--- src/hdl/int3_key_value_table_assert.svh ---
// ============================================================================
// int3_key_value_table_assert.svh
// Assertion macros used by the key-value table CAM.
// ============================================================================
`ifndef INT3_KEY_VALUE_TABLE_ASSERT_SVH
`define INT3_KEY_VALUE_TABLE_ASSERT_SVH

// Same-cycle implication: when ante holds, cons must hold too.
`define IKVT_ASSERT_IMPL(label, clk, rst_n, ante, cons, msg) \
  label: assert property (@(posedge clk) disable iff (!rst_n) (ante) |-> (cons)) \
    else $error(msg);

// Next-cycle implication: when ante holds, cons must hold in the next cycle.
`define IKVT_ASSERT_NEXT(label, clk, rst_n, ante, cons, msg) \
  label: assert property (@(posedge clk) disable iff (!rst_n) (ante) |=> (cons)) \
    else $error(msg);

// The condition must never hold.
`define IKVT_ASSERT_NEVER(label, clk, rst_n, cond, msg) \
  label: assert property (@(posedge clk) disable iff (!rst_n) !(cond)) \
    else $error(msg);

`endif

--- src/hdl/ikvt_pkg.sv ---
// ============================================================================
// ikvt_pkg
// Types, sizes and codes shared by the key-value table modules.
// ============================================================================
`default_nettype none

package ikvt_pkg;

  // Table geometry.
  localparam int TABLE_DEPTH = 64;
  localparam int IDX_W       = $clog2(TABLE_DEPTH);
  localparam int COORD_W     = 32;
  localparam int KEY_W       = 3 * COORD_W;
  localparam int DATA_W      = 32;

  // Priority pick is done in groups of cells.
  localparam int GRP_SIZE    = 8;
  localparam int GRP_W       = $clog2(GRP_SIZE);
  localparam int NUM_GRP     = (TABLE_DEPTH + GRP_SIZE - 1) / GRP_SIZE;
  localparam int PAD_DEPTH   = NUM_GRP * GRP_SIZE;
  localparam int PAD_W       = $clog2(NUM_GRP) + GRP_W;

  // Request codes.
  localparam logic [1:0] REQ_INSERT = 2'd0;
  localparam logic [1:0] REQ_FIND   = 2'd1;
  localparam logic [1:0] REQ_REMOVE = 2'd2;

  // Status codes.
  localparam logic [1:0] STS_DONE    = 2'd0;
  localparam logic [1:0] STS_PRESENT = 2'd1;
  localparam logic [1:0] STS_FULL    = 2'd2;
  localparam logic [1:0] STS_MISSING = 2'd3;

  // Controller states.
  typedef enum logic [2:0] {
    ST_IDLE,
    ST_MATCH,
    ST_GROUP,
    ST_PICK,
    ST_ACT,
    ST_RESP
  } state_t;

  // Commands from the controller to the datapath.
  typedef struct packed {
    logic load_req;
    logic act;
    logic rsp_load;
  } ctrl_cmd_t;

  // Status from the datapath to the controller.
  typedef struct packed {
    logic out_free;
  } ctrl_sts_t;

  // Cell update commands into the CAM.
  typedef struct packed {
    logic             wr_en;
    logic [IDX_W-1:0] wr_idx;
    logic             clr_en;
    logic [IDX_W-1:0] clr_idx;
  } cam_wr_t;

  // Result of the match and free-cell pick.
  typedef struct packed {
    logic             hit;
    logic [IDX_W-1:0] hit_idx;
    logic             free;
    logic [IDX_W-1:0] free_idx;
  } cam_pick_t;

endpackage

`default_nettype wire

--- src/hdl/ikvt_ctrl.sv ---
// ============================================================================
// ikvt_ctrl
// Request sequencer: steps one request through compare, pick, update and
// result.
// ============================================================================
`default_nettype none

module ikvt_ctrl (
  input  logic                clk,
  input  logic                rst_n,
  input  logic                in_valid,
  output logic                in_ready,
  input  ikvt_pkg::ctrl_sts_t sts,
  output ikvt_pkg::ctrl_cmd_t cmd
);

  ikvt_pkg::state_t state_r;
  ikvt_pkg::state_t state_nxt;

  // State register.
  always_ff @(posedge clk) begin
    if (!rst_n) begin
      state_r <= ikvt_pkg::ST_IDLE;
    end else begin
      state_r <= state_nxt;
    end
  end

  // Next state and commands.
  always_comb begin
    state_nxt = state_r;
    cmd       = '0;
    in_ready  = 1'b0;
    unique case (state_r)
      ikvt_pkg::ST_IDLE: begin
        // No request is taken while reset is held.
        in_ready = rst_n;
        if (in_valid && rst_n) begin
          cmd.load_req = 1'b1;
          state_nxt    = ikvt_pkg::ST_MATCH;
        end
      end
      ikvt_pkg::ST_MATCH: begin
        state_nxt = ikvt_pkg::ST_GROUP;
      end
      ikvt_pkg::ST_GROUP: begin
        state_nxt = ikvt_pkg::ST_PICK;
      end
      ikvt_pkg::ST_PICK: begin
        state_nxt = ikvt_pkg::ST_ACT;
      end
      ikvt_pkg::ST_ACT: begin
        cmd.act   = 1'b1;
        state_nxt = ikvt_pkg::ST_RESP;
      end
      ikvt_pkg::ST_RESP: begin
        // Hold the result until the output register can take it.
        if (sts.out_free) begin
          cmd.rsp_load = 1'b1;
          state_nxt    = ikvt_pkg::ST_IDLE;
        end
      end
      default: begin
        state_nxt = ikvt_pkg::ST_IDLE;
      end
    endcase
  end

endmodule

`default_nettype wire

--- config.mk ---
export PLATFORM = sky130hd
export DESIGN_NAME = ikvt_ctrl
export DESIGN_NICKNAME = d
export VERILOG_FILES = /design/src/hdl/int3_key_value_table_assert.svh /design/src/hdl/ikvt_pkg.sv /design/src/hdl/ikvt_ctrl.sv
export SDC_FILE = /design/constraint.sdc
export NUM_CORES = 1
export LEC_CHECK = 0
export ABC_AREA = 1
export BUFFER_PORTS_ARGS = -buffer_cell sky130_fd_sc_hd__buf_2
export CAP_MARGIN = 30
export CORE_AREA = 5 5 42 44
export CTS_BUF_LIST = sky130_fd_sc_hd__clkbuf_8
export DETAILED_ROUTE_END_ITERATION = 6
export DIE_AREA = 0 0 47 49
export PLACE_DENSITY = 0.4
export SETUP_SLACK_MARGIN = 0.5
export SLEW_MARGIN = 20
export SYNTH_ARGS = -nofsm -noshare
export SYNTH_HDL_FRONTEND = slang
export SYNTH_SLANG_ARGS = --single-unit
--- constraint.sdc ---
create_clock -name clk -period 0.9 [get_ports clk]
set_input_delay 0.09 -clock clk [delete_from_list [all_inputs] [get_ports clk]]
set_output_delay 0.09 -clock clk [all_outputs]
set_load 0.005 [all_outputs]
==> impl_metrics.py <==
metrics = {
    "global_route": {
        "via_count_of_the_first_global_routing_pass": 230,
        "met1_usage_pct": 5.91,
        "grt_antenna_before_repair": 0,
        "gr-usage-all-layers_pct": 5.27,
        "grt.busiest_layer": "met2",
        "grt.overflow.total": 0,
        "grt_pass1_wl_um": 855,
        "grt_util_met2_pct": 7.47,
        "groute.layer.met3.usage_pct": 0,
        "pin_count_of_the_biggest_net_entering_global_routing": 7,
    },
    "route": {
        "routed-via-count": 200,
        "final_antenna_violating_net_count": 0,
        "violation_count_after_the_first_detailed_routing_iteration": 3,
        "vias_per_cell": 3.64,
        "drt-wirelength-per-cell_um": 8.15,
        "totalWireLength_um": 448,
        "route.detailed.drc": 0,
        "dr.pass1.iters": 2,
    },
    "clock_tree": {
        "cts.sink_count": 3,
        "cts_made_buffers": 3,
        "htree_depth": 1,
        "clk-insertion-delay-late_ns": 0.21,
        "ctsRootBufferMaster": "clkbuf_8",
        "tritoncts": "yes",
        "cts-root-to-sink-buffers": 2,
        "clk_pin_slew_ns": 0.03,
        "cts_hold_buffers": 0,
    },
    "setup_path": {
        "timing.rr.end": "state_r[0]",
        "worst-endpoint-arrival_ns": 0.95,
        "critical_path_capture_point_type": "output pin",
        "worst-r2r-cell-count": 5,
        "path_max_fanout": 3,
        "critPathRequiredTime_ns": 0.81,
        "critical_path_class": "flop to output pin",
        "reg2reg_from": "state_r[0]",
        "crit_path_start_kind": "flop",
        "ff2ff_setup_slack_ns": -0.06,
    },
    "run_status": {
        "failed_checks": "setup timing",
        "run_status": "finished with violations",
    },
    "hold_path": {
        "worst_hold_endpoint": "state_r[2]",
        "min-delay-path-class": "input pin to flop",
        "whs_path_depth": 3,
        "min_from": "rst_n",
    },
    "power": {
        "sw_share_pct": 26.8,
        "vdd_drop_max_v": 0.000502,
        "seq_power_share_pct": 26.1,
        "power.leakage_nw": 0.166,
        "powerDensity_nw_per_um2": 2240,
        "switchingPower_mw": 0.194,
        "power.share.clock_pct": 52.2,
        "power_frac_comb_pct": 21.8,
        "intPower_mw": 0.530,
    },
    "logic_synthesis": {
        "synth.distinct_cells": 10,
        "number_of_synthesized_register_bits": 3,
        "synthesis.nets": 29,
        "yosysSeqAreaShare_pct": 38.7,
        "synthesis.instances": 25,
        "synthesized_area_divided_by_synthesized_cell_count_sq_um": 6.21,
        "yosysWarnings": 0,
        "syn_area_sq_um": 155,
    },
    "placement": {
        "portBuffers": 7,
        "place.gp.congestion": 0.653,
        "hpwl_um": 297,
    },
    "sta": {
        "final.setup_skew_ns": 0.000378,
        "layout_setup_ws_ns": -0.139,
        "hold_ws_ns": 0.166,
        "finalSetupTns_ns": -0.527,
        "tightest_slew_ns": 0.204,
        "final_critical_period_ns": 1.04,
        "min_period_over_period_pct": 115,
        "maxSlewHeadroom_pct": 86.3,
        "drv_slew": 0,
        "max_clock_freq_ghz": 0.963,
        "setup_viol_count_final": 5,
        "unrepaired_setup_endpoints_after_global_routing": "true",
        "final-hold-violation-count": 0,
    },
    "cells_and_area": {
        "antenna-diode-count": 0,
        "post_route_utilization_pct": 23.0,
        "largest_register_ffs": 3,
        "design.final.nets": 44,
        "largest_register": "state_r",
        "registers_with_the_highest_flip_flop_counts": "state_r (3)",
        "post_route_cells_drive_above_1_share_pct": 61.5,
        "layout-area-overhead-vs-synth_pct": 108,
    },
    "die": {
        "die_height_um": 49,
        "floorplan.die_area_sq_um": 2300,
        "die-width_um": 47,
        "fp-row-count": 14,
        "floorplan.io_pins": 8,
        "start_util_pct": 11.1,
        "placeable_core_region_sq_um": 1400,
    },
    "flow_run": {
        "maxCapViolCount": 0,
    },
}
[kinds of logic after synthesis]
| group | count (synthesis) | synth area share, % |
|---|---|---|
| buffers and inverters | 4 | 9.67 |
| AND/OR/NAND/NOR | 15 | 41.9 |
| AO/OA/AOI/OAI | 3 | 9.67 |
| flip-flops | 3 | 38.7 |
[per-layer routing]
layer,routed length (um),vias up
met5,0,-
met4,0,0
met3,38,0
met2,225,6
met1,183,86
li1,-,108
[power groups by stage]
stage	Combinational, mW	Clock, mW	Sequential, mW
2_1_floorplan	0.0714	0	0.181
3_3_place_gp	0.105	0	0.186
3_5_place_dp	0.103	0	0.184
4_1_cts	0.146	0.389	0.188
5_1_grt	0.177	0.401	0.195
6_report	0.158	0.378	0.189
[cell usage in the layout, fill, tap and decap left out]
| cell type | netlist | routed |
|---|---|---|
| a21oi_1 | 2 | 2 |
| buf_2 | 0 | 7 |
| buf_4 | 0 | 3 |
| clkbuf_8 | 0 | 3 |
| dfxtp_4 | 0 | 3 |
| inv_1 | 4 | 5 |
| nand2_1 | 5 | 2 |
| nand2_2 | 0 | 3 |
| nand3_1 | 1 | 1 |
| nor2_1 | 6 | 4 |
| nor2_2 | 0 | 1 |
| nor2_4 | 0 | 1 |
| nor3_2 | 0 | 1 |
| nor3b_2 | 0 | 1 |
| nor4_2 | 0 | 1 |
| o21ai_1 | 0 | 1 |
[metrics by stage]
stage	worst slack [ns]	instance area, sq um	total power [mW]	std cells
2_1_floorplan	0.113	169	0.252	25
5_1_grt	-0.201	323	0.774	55
6_report	-0.139	323	0.724	55
3_3_place_gp	0.00164	224	0.291	48
3_5_place_dp	0.00351	224	0.287	48
4_1_cts	-0.141	310	0.722	54
[Yosys cell counts]
cell type	count	share of area [%]
o21ai_0	1	3.2
nor2_1	6	15
nor3_1	1	3.2
nor3b_1	1	4.8
a21oi_1	2	6.5
nor4_1	1	4.0
nand3_1	1	3.2
inv_1	4	9.7
nand2_1	5	12
dfxtp_1	3	39
[final cells by class]
cell class	instances	area, sq um
Inverter	4	15.0
Timing Repair Buffer	10	57.6
Clock buffer	3	41.3
Sequential cell	3	71.3
Tap cell	16	20.0
Fill cell	166	1080
Clock inverter	1	3.75
Multi-Input combinational cell	18	114
[what timing repair did]
action	in CTS	in global routing
buffers inserted	2	1
pin swaps	2	1
gates resized for setup	9	3
endpoints found under the setup margin	7	7
[critical path, cell delays in order (launching register included)]
cell and delay, ns:
dfxtp_4 0.35, nor2_4 0.13, nand2_2 0.07, nor2_1 0.08
buf_2 0.11
[worst max-delay path by stage]
stage / cells after the start / from / slack, ns / end
5_1_grt: 4 / state_r[0] / -0.20 / in_ready
4_1_cts: 4 / state_r[0] / -0.14 / cmd[2]
3_3_place_gp: 3 / state_r[2] / 0.002 / cmd[0]
6_report: 4 / state_r[0] / -0.14 / in_ready
2_1_floorplan: 4 / state_r[1] / 0.11 / state_r[0]
3_5_place_dp: 3 / state_r[0] / 0.004 / cmd[0]
Power figures use the tool's default switching activity.
